File: config.mk
export PLATFORM = sky130hd
export DESIGN_NAME = countdown_timer_with_percent_top_flat
export DESIGN_NICKNAME = d
export VERILOG_FILES = /design/src/rtl/core/ctp_pkg.sv /design/src/rtl/core/ctp_stream_if.sv /design/src/rtl/core/ctp_ctrl.sv /design/src/rtl/core/ctp_datapath.sv /design/src/rtl/core/countdown_timer_with_percent_top.sv /design/src/flat_wrapper.sv
export SDC_FILE = /design/constraint.sdc
export NUM_CORES = 1
export LEC_CHECK = 0
export ABC_AREA = 1
export BUFFER_PORTS_ARGS = -buffer_cell sky130_fd_sc_hd__buf_2
export CAP_MARGIN = 20
export CORE_AREA = 10 10 47 49
export DETAILED_ROUTE_END_ITERATION = 8
export DIE_AREA = 0 0 57 59
export GPL_TIMING_DRIVEN = 0
export HOLD_SLACK_MARGIN = 0.08
export PLACE_DENSITY = 0.59
export SKIP_CTS_REPAIR_TIMING = 1
export SLEW_MARGIN = 5
export SYNTH_ARGS = -nofsm -noshare
export SYNTH_HDL_FRONTEND = slang
export SYNTH_SLANG_ARGS = --single-unit
File: constraint.sdc
create_clock -name clock -period 2.2 [get_ports clock]
set_input_delay 0.33 -clock clock [delete_from_list [all_inputs] [get_ports clock]]
set_output_delay 0.33 -clock clock [all_outputs]
set_load 0.02 [all_outputs]
File: src/rtl/core/ctp_pkg.sv
// ----------------------------------------------------------------------------
// Countdown timer package
// Types, operation and mode codes, and fixed widths of the countdown timer.
// ----------------------------------------------------------------------------
package ctp_pkg;

   localparam int OP_W      = 3;
   localparam int SECONDS_W = 18;
   localparam int PCT_W     = 14;
   localparam int MODE_W    = 2;
   localparam int TPS_W     = 7;
   localparam int TICK_W    = 25;
   localparam int STEP_W    = $clog2(TICK_W + 1);

   localparam logic [TPS_W-1:0] TPS_RESET = TPS_W'(10);

   typedef logic [TPS_W-1:0] tps_type;

   typedef enum logic [OP_W-1:0] {
      OP_TICK   = 3'd0,
      OP_CREATE = 3'd1,
      OP_START  = 3'd2,
      OP_PAUSE  = 3'd3,
      OP_RESUME = 3'd4,
      OP_RESET  = 3'd5
   } op_type;

   typedef enum logic [MODE_W-1:0] {
      MODE_RESET   = 2'd0,
      MODE_RUNNING = 2'd1,
      MODE_PAUSED  = 2'd2
   } mode_type;

   typedef struct packed {
      logic [OP_W-1:0]      operation;
      logic [SECONDS_W-1:0] seconds_to_load;
   } req_payload_type;

   typedef struct packed {
      logic [SECONDS_W-1:0] seconds_left;
      logic [PCT_W-1:0]     percent_left;
      logic [MODE_W-1:0]    mode;
      logic                 exists;
      logic                 ticking;
      logic                 timed_out;
   } rsp_payload_type;

   typedef enum logic [2:0] {
      ST_IDLE,
      ST_MOD,
      ST_SEC,
      ST_SPAN,
      ST_NUM,
      ST_DIV,
      ST_PCT,
      ST_OUT
   } ctp_state_type;

   typedef struct packed {
      logic apply;
      logic div_step;
      logic second;
      logic span_load;
      logic num_load;
      logic pct_store;
      logic capture;
   } ctp_cmd_type;

   typedef struct packed {
      logic tick_go;
      logic div_last;
      logic keep_going;
      logic span_ok;
   } ctp_status_type;

endpackage

File: src/rtl/core/ctp_stream_if.sv
// ----------------------------------------------------------------------------
// Countdown timer stream interface
// Valid/ready channel carrying one payload of a configurable type.
// ----------------------------------------------------------------------------
interface ctp_stream_if #(parameter type payload_type = logic);

   logic        valid;
   logic        ready;
   payload_type payload;

   modport source (output valid, output payload, input ready);
   modport sink (input valid, input payload, output ready);

endinterface

File: src/rtl/core/ctp_ctrl.sv
// ----------------------------------------------------------------------------
// Countdown timer controller
// Sequences one request through the datapath and owns the result handshake.
// ----------------------------------------------------------------------------
module ctp_ctrl (
   input  logic                    clock,
   input  logic                    reset,
   input  logic                    req_valid,
   output logic                    req_ready,
   output logic                    rsp_valid,
   input  logic                    rsp_ready,
   input  ctp_pkg::ctp_status_type status,
   output ctp_pkg::ctp_cmd_type    cmd
);
   import ctp_pkg::*;

   ctp_state_type state_ff;
   ctp_state_type state_in;
   logic          rsp_valid_ff;
   logic          rsp_valid_in;

   always_comb begin
      cmd       = '0;
      state_in  = state_ff;
      req_ready = 1'b0;
      case (state_ff)
         ST_IDLE: begin
            req_ready = 1'b1;
            if (req_valid) begin
               cmd.apply = 1'b1;
               state_in  = status.tick_go ? ST_MOD : ST_OUT;
            end
         end
         ST_MOD: begin
            cmd.div_step = 1'b1;
            if (status.div_last) begin
               state_in = ST_SEC;
            end
         end
         ST_SEC: begin
            cmd.second = 1'b1;
            state_in   = status.keep_going ? ST_SPAN : ST_OUT;
         end
         ST_SPAN: begin
            cmd.span_load = 1'b1;
            state_in      = ST_NUM;
         end
         ST_NUM: begin
            cmd.num_load = 1'b1;
            state_in     = status.span_ok ? ST_DIV : ST_OUT;
         end
         ST_DIV: begin
            cmd.div_step = 1'b1;
            if (status.div_last) begin
               state_in = ST_PCT;
            end
         end
         ST_PCT: begin
            cmd.pct_store = 1'b1;
            state_in      = ST_OUT;
         end
         ST_OUT: begin
            if (!rsp_valid_ff || rsp_ready) begin
               cmd.capture = 1'b1;
               state_in    = ST_IDLE;
            end
         end
         default: begin
            state_in = ST_IDLE;
         end
      endcase
   end

   assign rsp_valid_in = cmd.capture | (rsp_valid_ff & ~rsp_ready);
   assign rsp_valid    = rsp_valid_ff;

   always_ff @(posedge clock) begin
      if (reset) begin
         state_ff     <= ST_IDLE;
         rsp_valid_ff <= 1'b0;
      end else begin
         state_ff     <= state_in;
         rsp_valid_ff <= rsp_valid_in;
      end
   end

endmodule

File: src/rtl/core/ctp_datapath.sv
// ----------------------------------------------------------------------------
// Countdown timer datapath
// Countdown state, tick-per-second register, shared serial divider and the
// result register.
// ----------------------------------------------------------------------------
module ctp_datapath #(
   parameter int COUNT_WIDTH  = 18,
   parameter int PERCENT_FULL = 10000
) (
   input  logic                     clock,
   input  logic                     reset,
   input  ctp_pkg::ctp_cmd_type     cmd,
   output ctp_pkg::ctp_status_type  status,
   input  ctp_pkg::req_payload_type req_data,
   input  logic                     csr_we,
   input  ctp_pkg::tps_type         csr_data,
   output ctp_pkg::rsp_payload_type rsp_data
);
   import ctp_pkg::*;

   localparam int SPAN_W  = COUNT_WIDTH + TPS_W;
   localparam int PROD_W  = SPAN_W + PCT_W;
   localparam int MOD_D_W = TPS_W + TICK_W - 1;
   localparam int DIV_W   = (PROD_W > MOD_D_W) ? PROD_W : MOD_D_W;
   localparam logic [PCT_W-1:0] PCT_FULL_C = PCT_W'(PERCENT_FULL);

   tps_type                tps_ff, tps_in;
   logic [TICK_W-1:0]      tick_ff, tick_in;
   logic [COUNT_WIDTH-1:0] remaining_ff, remaining_in;
   logic [COUNT_WIDTH-1:0] total_ff, total_in;
   logic [PCT_W-1:0]       percent_ff, percent_in;
   mode_type               mode_ff, mode_in;
   logic                   exists_ff, exists_in;
   logic                   ticking_ff, ticking_in;
   logic                   fired_ff, fired_in;
   logic [SPAN_W-1:0]      span_ff, span_in;
   logic [DIV_W-1:0]       rem_ff, rem_in;
   logic [DIV_W-1:0]       dvs_ff, dvs_in;
   logic [PCT_W-1:0]       quo_ff, quo_in;
   logic [STEP_W-1:0]      step_ff, step_in;
   rsp_payload_type        rsp_ff, rsp_in;

   tps_type                tps_eff;
   logic [TICK_W-1:0]      tick_inc;
   logic [COUNT_WIDTH-1:0] load_count;
   logic [DIV_W-1:0]       tick_ext;
   logic [DIV_W-1:0]       span_ext;
   logic [SPAN_W-1:0]      diff;
   logic [PROD_W-1:0]      product;
   logic                   sub_ok;
   logic [DIV_W-1:0]       sub_val;
   logic                   mod_zero;
   logic                   clear_req;

   assign tps_eff    = (tps_ff == '0) ? TPS_W'(1) : tps_ff;
   assign tick_inc   = tick_ff + TICK_W'(1);
   assign load_count = COUNT_WIDTH'(req_data.seconds_to_load);
   assign tick_ext   = DIV_W'(tick_ff);
   assign span_ext   = DIV_W'(span_ff);
   assign diff       = SPAN_W'(span_ext - tick_ext);
   assign product    = PROD_W'(diff) * PROD_W'(PCT_FULL_C);
   assign sub_ok     = (rem_ff >= dvs_ff);
   assign sub_val    = rem_ff - dvs_ff;
   assign mod_zero   = (rem_ff == '0);

   assign status.tick_go    = (op_type'(req_data.operation) == OP_TICK) && ticking_ff;
   assign status.div_last   = (step_ff == STEP_W'(1));
   assign status.keep_going = (remaining_ff > COUNT_WIDTH'(1)) ||
                              ((remaining_ff == COUNT_WIDTH'(1)) && !mod_zero);
   assign status.span_ok    = (span_ff != '0) && (tick_ext < span_ext);

   always_comb begin
      tps_in       = tps_ff;
      tick_in      = tick_ff;
      remaining_in = remaining_ff;
      total_in     = total_ff;
      percent_in   = percent_ff;
      mode_in      = mode_ff;
      exists_in    = exists_ff;
      ticking_in   = ticking_ff;
      fired_in     = fired_ff;
      span_in      = span_ff;
      rem_in       = rem_ff;
      dvs_in       = dvs_ff;
      quo_in       = quo_ff;
      step_in      = step_ff;
      rsp_in       = rsp_ff;
      clear_req    = 1'b0;

      if (csr_we) begin
         tps_in = csr_data;
      end

      if (cmd.apply) begin
         fired_in = 1'b0;
         case (op_type'(req_data.operation))
            OP_TICK: begin
               if (ticking_ff) begin
                  tick_in = tick_inc;
                  rem_in  = DIV_W'(tick_inc);
                  dvs_in  = DIV_W'(tps_eff) << (TICK_W - 1);
                  step_in = STEP_W'(TICK_W);
               end
            end
            OP_CREATE: begin
               if (!exists_ff && (load_count != '0)) begin
                  remaining_in = load_count;
                  total_in     = load_count;
                  percent_in   = PCT_FULL_C;
                  mode_in      = MODE_RUNNING;
                  tick_in      = '0;
               end
            end
            OP_START: begin
               exists_in  = 1'b1;
               ticking_in = 1'b1;
            end
            OP_PAUSE: begin
               mode_in    = MODE_PAUSED;
               ticking_in = 1'b0;
            end
            OP_RESUME: begin
               mode_in    = MODE_RUNNING;
               ticking_in = 1'b1;
            end
            OP_RESET: begin
               clear_req = 1'b1;
            end
            default: begin
            end
         endcase
      end

      if (cmd.div_step) begin
         if (sub_ok) begin
            rem_in = sub_val;
         end
         quo_in  = {quo_ff[PCT_W-2:0], sub_ok};
         dvs_in  = dvs_ff >> 1;
         step_in = step_ff - STEP_W'(1);
      end

      if (cmd.second && mod_zero && (remaining_ff != '0)) begin
         if (remaining_ff == COUNT_WIDTH'(1)) begin
            clear_req = 1'b1;
            fired_in  = 1'b1;
         end else begin
            remaining_in = remaining_ff - COUNT_WIDTH'(1);
         end
      end

      if (cmd.span_load) begin
         span_in = SPAN_W'(total_ff) * SPAN_W'(tps_eff);
      end

      if (cmd.num_load) begin
         if (status.span_ok) begin
            rem_in  = DIV_W'(product);
            dvs_in  = DIV_W'(span_ff) << (PCT_W - 1);
            step_in = STEP_W'(PCT_W);
         end else begin
            percent_in = '0;
         end
      end

      if (cmd.pct_store) begin
         percent_in = (quo_ff > PCT_FULL_C) ? PCT_FULL_C : quo_ff;
      end

      if (clear_req) begin
         tick_in      = '0;
         remaining_in = '0;
         total_in     = '0;
         percent_in   = '0;
         mode_in      = MODE_RESET;
         exists_in    = 1'b0;
         ticking_in   = 1'b0;
      end

      if (cmd.capture) begin
         rsp_in.seconds_left = SECONDS_W'(remaining_ff);
         rsp_in.percent_left = percent_ff;
         rsp_in.mode         = mode_ff;
         rsp_in.exists       = exists_ff;
         rsp_in.ticking      = ticking_ff;
         rsp_in.timed_out    = fired_ff;
      end
   end

   always_ff @(posedge clock) begin
      if (reset) begin
         tps_ff       <= TPS_RESET;
         tick_ff      <= '0;
         remaining_ff <= '0;
         total_ff     <= '0;
         percent_ff   <= '0;
         mode_ff      <= MODE_RESET;
         exists_ff    <= 1'b0;
         ticking_ff   <= 1'b0;
         fired_ff     <= 1'b0;
      end else begin
         tps_ff       <= tps_in;
         tick_ff      <= tick_in;
         remaining_ff <= remaining_in;
         total_ff     <= total_in;
         percent_ff   <= percent_in;
         mode_ff      <= mode_in;
         exists_ff    <= exists_in;
         ticking_ff   <= ticking_in;
         fired_ff     <= fired_in;
      end
   end

   always_ff @(posedge clock) begin
      span_ff <= span_in;
      rem_ff  <= rem_in;
      dvs_ff  <= dvs_in;
      quo_ff  <= quo_in;
      step_ff <= step_in;
      rsp_ff  <= rsp_in;
   end

   assign rsp_data = rsp_ff;

endmodule

File: src/rtl/core/countdown_timer_with_percent_top.sv
// ----------------------------------------------------------------------------
// Countdown timer with remaining percent
// Seconds countdown advanced by tick requests, with a percent-left readout.
// ----------------------------------------------------------------------------
// Requests enter on req_chan (operation, seconds_to_load); every accepted
// request yields exactly one result on rsp_chan showing the state after it.
// csr_chan writes ticks_per_second and is always ready; write it only while
// no request is in flight.
// A tick that updates the percent runs, from acceptance to a valid result,
// a 25-step serial remainder of the tick count by ticks_per_second, a
// multiply for the span, and a 14-step serial divide for the percent, all on
// one shared subtract-and-shift unit. A tick that times out or finds no
// seconds left stops after the remainder, and one whose tick count has
// reached the span stops after the multiply. Every other request, and a tick
// while paused, goes straight to the result register.
// One request is worked on at a time; the next is accepted once the current
// result is in the output register, even if the receiver has not taken it.
// If the receiver stalls, the finished result holds and the block waits
// before publishing the next one.
// Reset clears the countdown, sets ticks_per_second to 10 and drops
// rsp_chan.valid.
// ----------------------------------------------------------------------------
module countdown_timer_with_percent_top #(
   parameter int COUNT_WIDTH  = 18,
   parameter int PERCENT_FULL = 10000
) (
   input logic           clock,
   input logic           reset,
   ctp_stream_if.sink    req_chan,
   ctp_stream_if.source  rsp_chan,
   ctp_stream_if.sink    csr_chan
);
   import ctp_pkg::*;

   ctp_cmd_type     cmd;
   ctp_status_type  status;
   req_payload_type req_data;
   rsp_payload_type rsp_data;
   tps_type         csr_data;
   logic            req_ready;
   logic            rsp_valid;

   assign req_data       = req_chan.payload;
   assign csr_data       = csr_chan.payload;
   assign csr_chan.ready = 1'b1;
   assign req_chan.ready = req_ready;
   assign rsp_chan.valid = rsp_valid;
   assign rsp_chan.payload = rsp_data;

   ctp_ctrl u_ctrl (
      .clock     (clock),
      .reset     (reset),
      .req_valid (req_chan.valid),
      .req_ready (req_ready),
      .rsp_valid (rsp_valid),
      .rsp_ready (rsp_chan.ready),
      .status    (status),
      .cmd       (cmd)
   );

   ctp_datapath #(
      .COUNT_WIDTH  (COUNT_WIDTH),
      .PERCENT_FULL (PERCENT_FULL)
   ) u_datapath (
      .clock    (clock),
      .reset    (reset),
      .cmd      (cmd),
      .status   (status),
      .req_data (req_data),
      .csr_we   (csr_chan.valid),
      .csr_data (csr_data),
      .rsp_data (rsp_data)
   );

endmodule

File: src/flat_wrapper.sv
// flat-port wrapper written by rule: the top's interface ports become plain ports
module countdown_timer_with_percent_top_flat import ctp_pkg::*;
#(
   parameter int COUNT_WIDTH  = 18,
   parameter int PERCENT_FULL = 10000
)
  (clock, reset, req_chan_valid, req_chan_payload, req_chan_ready, rsp_chan_valid, rsp_chan_payload, rsp_chan_ready, csr_chan_valid, csr_chan_payload, csr_chan_ready);
  ctp_stream_if req_chan_i ();
  ctp_stream_if rsp_chan_i ();
  ctp_stream_if csr_chan_i ();
  input logic clock;
  input logic reset;
  input wire logic [$bits(req_chan_i.valid)-1:0] req_chan_valid;
  input wire logic [$bits(req_chan_i.payload)-1:0] req_chan_payload;
  output wire logic [$bits(req_chan_i.ready)-1:0] req_chan_ready;
  output wire logic [$bits(rsp_chan_i.valid)-1:0] rsp_chan_valid;
  output wire logic [$bits(rsp_chan_i.payload)-1:0] rsp_chan_payload;
  input wire logic [$bits(rsp_chan_i.ready)-1:0] rsp_chan_ready;
  input wire logic [$bits(csr_chan_i.valid)-1:0] csr_chan_valid;
  input wire logic [$bits(csr_chan_i.payload)-1:0] csr_chan_payload;
  output wire logic [$bits(csr_chan_i.ready)-1:0] csr_chan_ready;
  assign req_chan_i.valid = req_chan_valid;
  assign req_chan_i.payload = req_chan_payload;
  assign req_chan_ready = req_chan_i.ready;
  assign rsp_chan_valid = rsp_chan_i.valid;
  assign rsp_chan_payload = rsp_chan_i.payload;
  assign rsp_chan_i.ready = rsp_chan_ready;
  assign csr_chan_i.valid = csr_chan_valid;
  assign csr_chan_i.payload = csr_chan_payload;
  assign csr_chan_ready = csr_chan_i.ready;
  countdown_timer_with_percent_top #(.COUNT_WIDTH(COUNT_WIDTH), .PERCENT_FULL(PERCENT_FULL)) u_core (.clock(clock), .reset(reset), .req_chan(req_chan_i), .rsp_chan(rsp_chan_i), .csr_chan(csr_chan_i));
endmodule
== Yosys cells after proc, flatten, opt, wreduce, memory -nomap -nowiden ==
Index checks and enable logic that the tools add are counted.

* Reduce and logical (&&, ||, !) cells: 6
* Muxes and demuxes: 9
* Add/sub/neg operators: 1
* Bitwise gates (word level): 3
* Equality and inequality tests: 12

{| class="wikitable"
|+ Operator list
! kind !! count
|-
| one-hot mux 3 bit (6 select lines) || 1
|-
| == test 3 bit (second input constant) || 4
|-
| two-way mux 3 bit || 4
|-
| == test 3 x 2 -> 1 bit (second input constant) || 2
|-
| == test 5 x 1 -> 1 bit (second input constant) || 1
|-
| subtractor 5 x 1 -> 5 bit (second input constant) || 1
|-
| two-way mux 1 bit || 4
|-
| inequality test 2 x 1 -> 1 bit (second input constant) || 2
|-
| inequality test 2 bit (second input constant) || 2
|-
| AND reduction 4 bit || 1
|-
| == test 3 x 1 -> 1 bit (second input constant) || 1
|-
| logical NOT 3 bit || 1
|-
| OR reduction 3 bit || 1
|-
| OR reduction 2 bit || 1
|-
| AND 1 bit || 1
|-
| logical NOT 1 bit || 1
|-
| logical OR 1 bit || 1
|-
| NOT 1 bit || 1
|-
| OR 1 bit || 1
|}

* Word-level logic and storage cells: 34
* Input bits: 7
* Bits in registers: 9
* Output and inout port bits: 4

== Depth between registers and ports, before layout ==
Gate-level depths: netlist (run 1).

* Word-level depth: 5
* Depth in mapped cells: 10
* Depth with buffers taken out: 10

== By module ==
A second synthesis (run 1) with hierarchy kept.

* Cell total of the unflattened synthesis: 3570
* Area, all modules: 24576.1 µm²

{| class="wikitable"
|+ By module, submodules not included
! module !! cells an instance !! instances !! area an instance (µm²)
|-
| ctp_datapath || 3518 || 1 || 24274.5
|-
| ctp_ctrl || 49 || 1 || 286.5
|-
| countdown_timer_with_percent_top || 3 || 1 || 15.0
|}

== Least setup slack after synthesis (run 1) ==
No wires, ideal clock.

* Path kind: register -> output
* Start point: register u_core.u_ctrl.state_ff[1]
* End point: output req_chan_ready
* Cell stages (with the launch flop): 4
* Slack: 1.036 ns
* Arrival: 0.834 ns
* Path through: dfxtp_1 > nor2_1 > inv_1 > nor2_1

* Longest elaborated chain between the ends: 2

{| class="wikitable"
|+ Ends and longest elaborated chain
! element !! line !! source
|-
| from (decl) || ctp_ctrl.sv:17 || <nowiki>ctp_state_type state_ff;</nowiki>
|-
| from (signal assigned) || ctp_ctrl.sv:82 || <nowiki>state_ff <= state_in;</nowiki>
|-
| logical NOT 3 bit || ctp_ctrl.sv:26 || <nowiki>case (state_ff)</nowiki>
|-
| two-way mux 1 bit || ctp_ctrl.sv:26 ||
|-
| to (decl) || flat_wrapper.sv:15 || <nowiki>output wire logic [$bits(req_chan_i.ready)-1:0] req_chan_ready;</nowiki>
|}

No other way between the ends.

== Final worst setup path (run 1) ==
Ends and elaborated chain as after synthesis.

==> metrics.txt, run 1 <==
synthesized flop and latch total=9; gpl congestion=0.8264; Port Buffers=5; total detailed-routing wirelength=798 um; antenna violations before repair=0; Synth Instances=59; final setup margin=0.7128 ns; total clock buffers created by CTS=3; Hold Fails Final Rpt=0; hold path depth=4; number of antenna diodes=0; PwrDens=883.7 nW/um2; most used cell, CP=nor2_1; Seq/Total Area, Yosys=45.54%; Hold WC Path Type=in -> reg; maximum capacitance violations=0; reg2reg end=u_core.u_ctrl.state_ff[2]$_SDFFE_PP0P_; Slew Viols, Final=0; CTS Root Cell=clkbuf_4; first-pass GRT wire length=1.393 mm; DRT Pass-1 Iters=4; largest net degree at the start of global routing=8; Rows=14; WL per Instance=9.500 um; clock latency on the worst-skew pair=0.26 ns; Synth Warn #=0; Worst path max stage delay=0.37 ns; Post-Place Setup Slack=0.9992 ns; die width=57 um; Initial Utilization=36.07%; GRT Util Overall=5.471%; chip height=59 um; Final min period=1.487 ns; cells on worst reg2reg path=9; RSZ-0062 raised after global routing=no; Syn Area/Cell=8.568 um2; syn nets=68; clock buffer depth=2; H-tree Lvls=1; Top delay family on crit path=flip-flops; R2R Path Start=u_core.u_datapath.step_ff[1]$_DFFE_PP_; hold_ws=0.2968 ns; register clock-pin slew on the reported worst setup and hold paths=0.07 ns; final setup vio count=0; Worst Hold Launch=reset; Vias per Instance=4.357; Worst Hold End=u_core.u_ctrl.state_ff[1]$_SDFFE_PP0P_; Data required, critical path=1.87 ns; vias in the first global route=331; clk sinks=9; Distinct cells, synth=20; Core ar.=1401 um2; layout cell share with drive strength beyond 1=27.94%; final setup TNS=0 ns; crit-path cells=nor2_1, inv_1, nor2_1, buf_2; status=completed; Initial DRC Count=7; f_max=672.4 MHz; number of top-level pins=11; Antenna Nets Post-Route=0; critical path type=reg -> out; Residual DRC=0; Mapped Area=505.5 um2; TritonCTS clock tree=done; fin nets=78; CP max-delay cell=dfxtp_1; via count=366; area delta synth->final=14.11%; Max Fanout on Critical Path=4; Tcrit/Tclk final=67.60%; Crit path buffers/inverters=2; CP Launch Type=flip-flop; Final Skew=0.004469 ns; Layout Cells excl Fill=84; final core occ=41.16%; DIE AREA=3363 um2; CP endpoint kind=output pin; leakage=0.2872 nW; flop-to-flop setup slack=1.00 ns; Max rail drop VDD=0.0003855 V; gr ovfl total=0; Placed Cells=80; CP arrival=1.16 ns
[cell type report]
class                      count  area, um2
buffer                         2      15.01
sequential                     9      230.2
inverter                      12      45.04
clock buffer                   4      26.28
fill                         149      824.5
tap                           16      20.02
multi-input combinational     36      215.2
timing repair buffer           5      25.02
[placed cells by master, fill, tap and decap left out, types with 2 or more instances in the layout]
cell	netlist	final
nand4_1	2	2
edfxtp_1	5	5
buf_4	2	2
buf_2	0	5
dfxtp_1	4	4
ha_1	2	2
clkbuf_4	0	3
nor2_2	3	3
conb_1	2	2
nand2_1	9	9
nand2_2	2	2
nor2_1	6	6
xor2_1	2	2
nand3_2	2	2
inv_1	11	11
[flip-flops by register name, summed over array words and instances (netlist names)]
| signal | flops |
|---|---|
| u_core.u_ctrl.rsp_valid | 1 |
| u_core.u_ctrl.state_ff | 3 |
| u_core.u_datapath.step_ff | 5 |
[Yosys cell counts]
| library cell | number | area, um2 |
|---|---|---|
| dfxtp_1 | 4 | 80.08 |
| xor2_1 | 2 | 17.52 |
| nor2_1 | 6 | 22.52 |
| nor2_2 | 3 | 18.77 |
| nor2_4 | 1 | 11.26 |
| o21a_1 | 1 | 7.510 |
| conb_1 | 2 | 7.510 |
| inv_2 | 1 | 3.750 |
| edfxtp_1 | 5 | 150.1 |
| buf_4 | 2 | 15.01 |
| nand3_2 | 2 | 20.02 |
| nor3_1 | 1 | 5.000 |
| nand4_1 | 2 | 12.51 |
| xnor2_1 | 1 | 8.760 |
| nand2_1 | 9 | 33.78 |
| ha_1 | 2 | 25.02 |
| nand3b_1 | 1 | 7.510 |
| nand3_1 | 1 | 5.000 |
| inv_1 | 11 | 41.29 |
| nand2_2 | 2 | 12.51 |
[worst max path at each step]
stage                                                       from                                     end  slack (ns)  cells past startpoint
after global placement    u_core.u_datapath.step_ff[1]$_DFFE_PP_  u_core.u_ctrl.state_ff[2]$_SDFFE_PP0P_        1.01                      9
after detailed placement  u_core.u_ctrl.state_ff[1]$_SDFFE_PP0P_                          req_chan_ready         1.0                      4
after CTS                 u_core.u_ctrl.state_ff[1]$_SDFFE_PP0P_                          req_chan_ready        0.70                      4
after global routing      u_core.u_ctrl.state_ff[1]$_SDFFE_PP0P_                          req_chan_ready        0.62                      4
final                     u_core.u_ctrl.state_ff[1]$_SDFFE_PP0P_                          req_chan_ready        0.71                      4
after floorplan           u_core.u_ctrl.state_ff[1]$_SDFFE_PP0P_                          req_chan_ready        1.04                      3
[report_power, final]
group	switching (mW)	total, mW	internal (mW)	leakage (nW)
sequential	0.0268	0.243	0.217	0.0800
clock	0.0623	0.132	0.0701	0.0150
combinational	0.0819	0.134	0.0519	0.192
total	0.171	0.510	0.339	0.287
[routing by layer]
| metal | share of wire, % | GRT usage [%] | vias to the layer above |
|---|---|---|---|
| met2 | 45 | 7.442 | 8 |
| met3 | 3.3 | 2.575 | 5 |
| met4 | 3.6 | 5.034 | 0 |
| met5 | 0 | 0 | - |
| met1 | 48 | 6.137 | 158 |
| li1 | - | - | 195 |
[cell families after synthesis]
| family | after synthesis | share of synthesized area (%) |
|---|---|---|
| other | 2 | 1.486 |
| adders and majority gates | 2 | 4.950 |
| xor gates and xnor gates | 3 | 5.199 |
| buffers and inverters | 14 | 11.88 |
| and+or+nand+nor | 28 | 29.45 |
| AOI/OAI and AO/OA | 1 | 1.486 |
| DFF | 9 | 45.54 |
[worst reg2reg max path: stages (launching register included)]
cell and delay (ns):
edfxtp_1 0.39, inv_1 0.09, ha_1 0.14, inv_1 0.03, nor2_1 0.07, nand2_1 0.07, nand2_1 0.11, nand3_2 0.08
nor2_2 0.09, nor2_2 0.03
[through the flow]
step / instance area, um2 / total power, mW
after floorplan: 505.5 / 0.3521
after global placement: 550.5 / 0.3806
after detailed placement: 550.5 / 0.3821
after CTS: 576.8 / 0.5159
after global routing: 576.8 / 0.5480
final: 576.8 / 0.5097
(Power assumes the default switching activity.)
==> run 2, diff against run 1 <==
Settings changed: PLACE_DENSITY 0.59 to 0.61.
Clock period 2.2 ns to 1.3 ns, I/O delays scaled along.
==> run 2 against run 1 <==
Total power up 74%; core utilization up 1.5 points; clock skew down 0.0034 ns; register-to-register slack worse by 0.90 ns; non-clock buffer count up 1; flip-flop and latch count unchanged; critical path depth unchanged; global-route usage up 0.26 points; cell area up 3.7%.
==> metrics.txt, run 2 (synthesis results as in run 1) <==
status=completed (unchanged); Initial DRC Count=1 (was 7); clock latency on the worst-skew pair=0.26 ns (about the same); via count=360 (was 366); PwrDens=1479 nW/um2 (was 883.7 nW/um2); Net Switching=291.5 uW (was 171.0 uW); Hold Fails Final Rpt=0 (unchanged); Initial Utilization=36.07% (unchanged); DIE AREA=3363 um2 (unchanged); busiest metal layer after global routing=met2 (unchanged); critical path type=reg -> out (unchanged); Worst Hold Launch=reset (unchanged); GR Util met1=5.769% (was 6.137%); CP Launch Type=flip-flop (unchanged); post-DP HPWL=659.3 um; CTS Root Cell=clkbuf_4 (unchanged); CP endpoint kind=output pin (unchanged); RSZ-0062 raised after global routing=no (unchanged); clk sinks=9 (unchanged); Residual DRC=0 (unchanged); flop-to-flop setup slack=0.10 ns (was 1.00 ns); GRT Util Overall=5.729% (was 5.471%); gpl congestion=0.6929 (was 0.8264); number of top-level pins=11 (unchanged); Vias per Instance=4.235 (was 4.357); most frequent cells in the layout=10 x inv_1, 8 x nand2_1, 5 x nor2_1, 5 x edfxtp_1 (was 11 x inv_1, 9 x nand2_1, 6 x nor2_1, 5 x buf_2, 5 x edfxtp_1); CP max-delay cell=dfxtp_2 (was dfxtp_1); R2R Path Start=u_core.u_datapath.step_ff[1]$_DFFE_PP_ (unchanged); area delta synth->final=18.32% (was 14.11%); Rows=14 (unchanged); WL per Instance=9.482 um (was 9.500 um); maximum capacitance violations=0 (unchanged); max reg flops=5 (unchanged); Worst path max stage delay=0.36 ns (was 0.37 ns); leakage=0.2933 nW (was 0.2872 nW); CP startpoint=u_core.u_ctrl.state_ff[1]$_SDFFE_PP0P_ (unchanged); Final Skew=0.001077 ns (was 0.004469 ns); clock share of power=24.4% (was 26.0%); crit-path cells=nor2_4, inv_1, nor2_1, buf_4 (was nor2_1, inv_1, nor2_1, buf_2); Antenna Nets Post-Route=0 (unchanged); clock buffer depth=2 (unchanged); chip height=59 um (unchanged); Reg with most FFs=u_core.u_datapath.step_ff (unchanged); filler cell count=145 (was 149); Final Power=884.8 uW (was 509.7 uW); GRT met2 Usage=8.372% (was 7.442%); gr ovfl total=0 (unchanged); Gate power share=28.1% (was 26.3%); die width=57 um (unchanged); H-tree Lvls=1 (unchanged); total detailed-routing wirelength=806 um (was 798 um); Core ar.=1401 um2 (unchanged); P_int=593.4 uW (was 338.7 uW); Tcrit/Tclk final=93.04%; Data required, critical path=1.11 ns (was 1.87 ns); layout cell share with drive strength beyond 1=34.78% (was 27.94%); total clock buffers created by CTS=3 (unchanged); TritonCTS clock tree=done (unchanged); Final min period=1.210 ns; Port Buffers=5 (unchanged); f_max=826.8 MHz; met3 Use GR=3.863% (was 2.575%); DRT Pass-1 Iters=2 (was 4); Max rail drop VDD=0.0008010 V (was 0.0003855 V); Slew Viols, Final=0 (unchanged); Sw Share=32.94% (was 33.54%); final setup vio count=0 (unchanged); Max Fanout on Critical Path=4 (unchanged); vias in the first global route=349 (was 331); first-pass GRT wire length=1.449 mm (was 1.393 mm); CP arrival=1.01 ns (was 1.16 ns); fin nets=79 (was 78); largest net degree at the start of global routing=8 (unchanged); Hold WC Path Type=in -> reg (unchanged); register clock-pin slew on the reported worst setup and hold paths=0.06 ns (was 0.07 ns); number of antenna diodes=0 (unchanged); final setup TNS=0 ns (unchanged); antenna violations before repair=0 (unchanged); Reg power frac=47.6% (was 47.8%); most common cell after layout, fill and taps aside=inv_1 (unchanged)
## run 2: power groups by stage
stage	Clock [mW]	Combinational, mW	Sequential [mW]
after CTS	0.226	0.232	0.412
final	0.215	0.248	0.421
after global placement	0	0.225	0.417
after floorplan	0	0.186	0.410
after detailed placement	0	0.232	0.417
after global routing	0.247	0.286	0.427
## run 2: worst paths after layout
path	endpoint	cells past startpoint
min	u_core.u_ctrl.state_ff[1]$_SDFFE_PP0P_	4
max	req_chan_ready	4
max reg2reg	u_core.u_ctrl.state_ff[2]$_SDFFE_PP0P_	9
min reg2reg	u_core.u_ctrl.state_ff[0]$_SDFFE_PP0P_	3
## run 2: layer usage
layer / up-vias / share of wire [%] / routed length, um
li1: 196 / - / -
met1: 156 / 42 / 337
met2: 4 / 52 / 416
met3: 4 / 3.1 / 25
met4: 0 / 3.3 / 27
met5: - / 0 / 0
## run 2: layout make-up
type / instances / area, um2 / share of cell area, %
plain buffers: 2 / 15.01 / 2.510
clock buffers: 4 / 26.28 / 4.393
inverters: 12 / 45.04 / 7.531
multi-input cells: 36 / 225.2 / 37.66
flip-flops and latches: 9 / 231.5 / 38.70
well taps: 16 / 20.02 / 3.347
repair buffers: 6 / 35.03 / 5.858
## run 2: worst max-delay path, delay by kind of cell (launching register included)
kind	cells	cell delay [ns]
buffers and inverters	2	0.20
flip-flops	1	0.36
AND/OR/NAND/NOR	2	0.20
## run 2: per-stage QoR
step,setup WS (ns),cells,hold slack [ns],instance area [um2],util (%)
floorplan,0.1832,59,0.3352,505.5,-
CTS,-0.01717,84,0.1728,576.8,41.16
global placement,0.1069,80,0.4428,550.5,39.29
detailed placement,0.04818,80,0.4504,550.5,39.29
finish,0.09047,85,0.1681,598.1,42.68
global route,0.0001228,85,0.1829,598.1,42.68
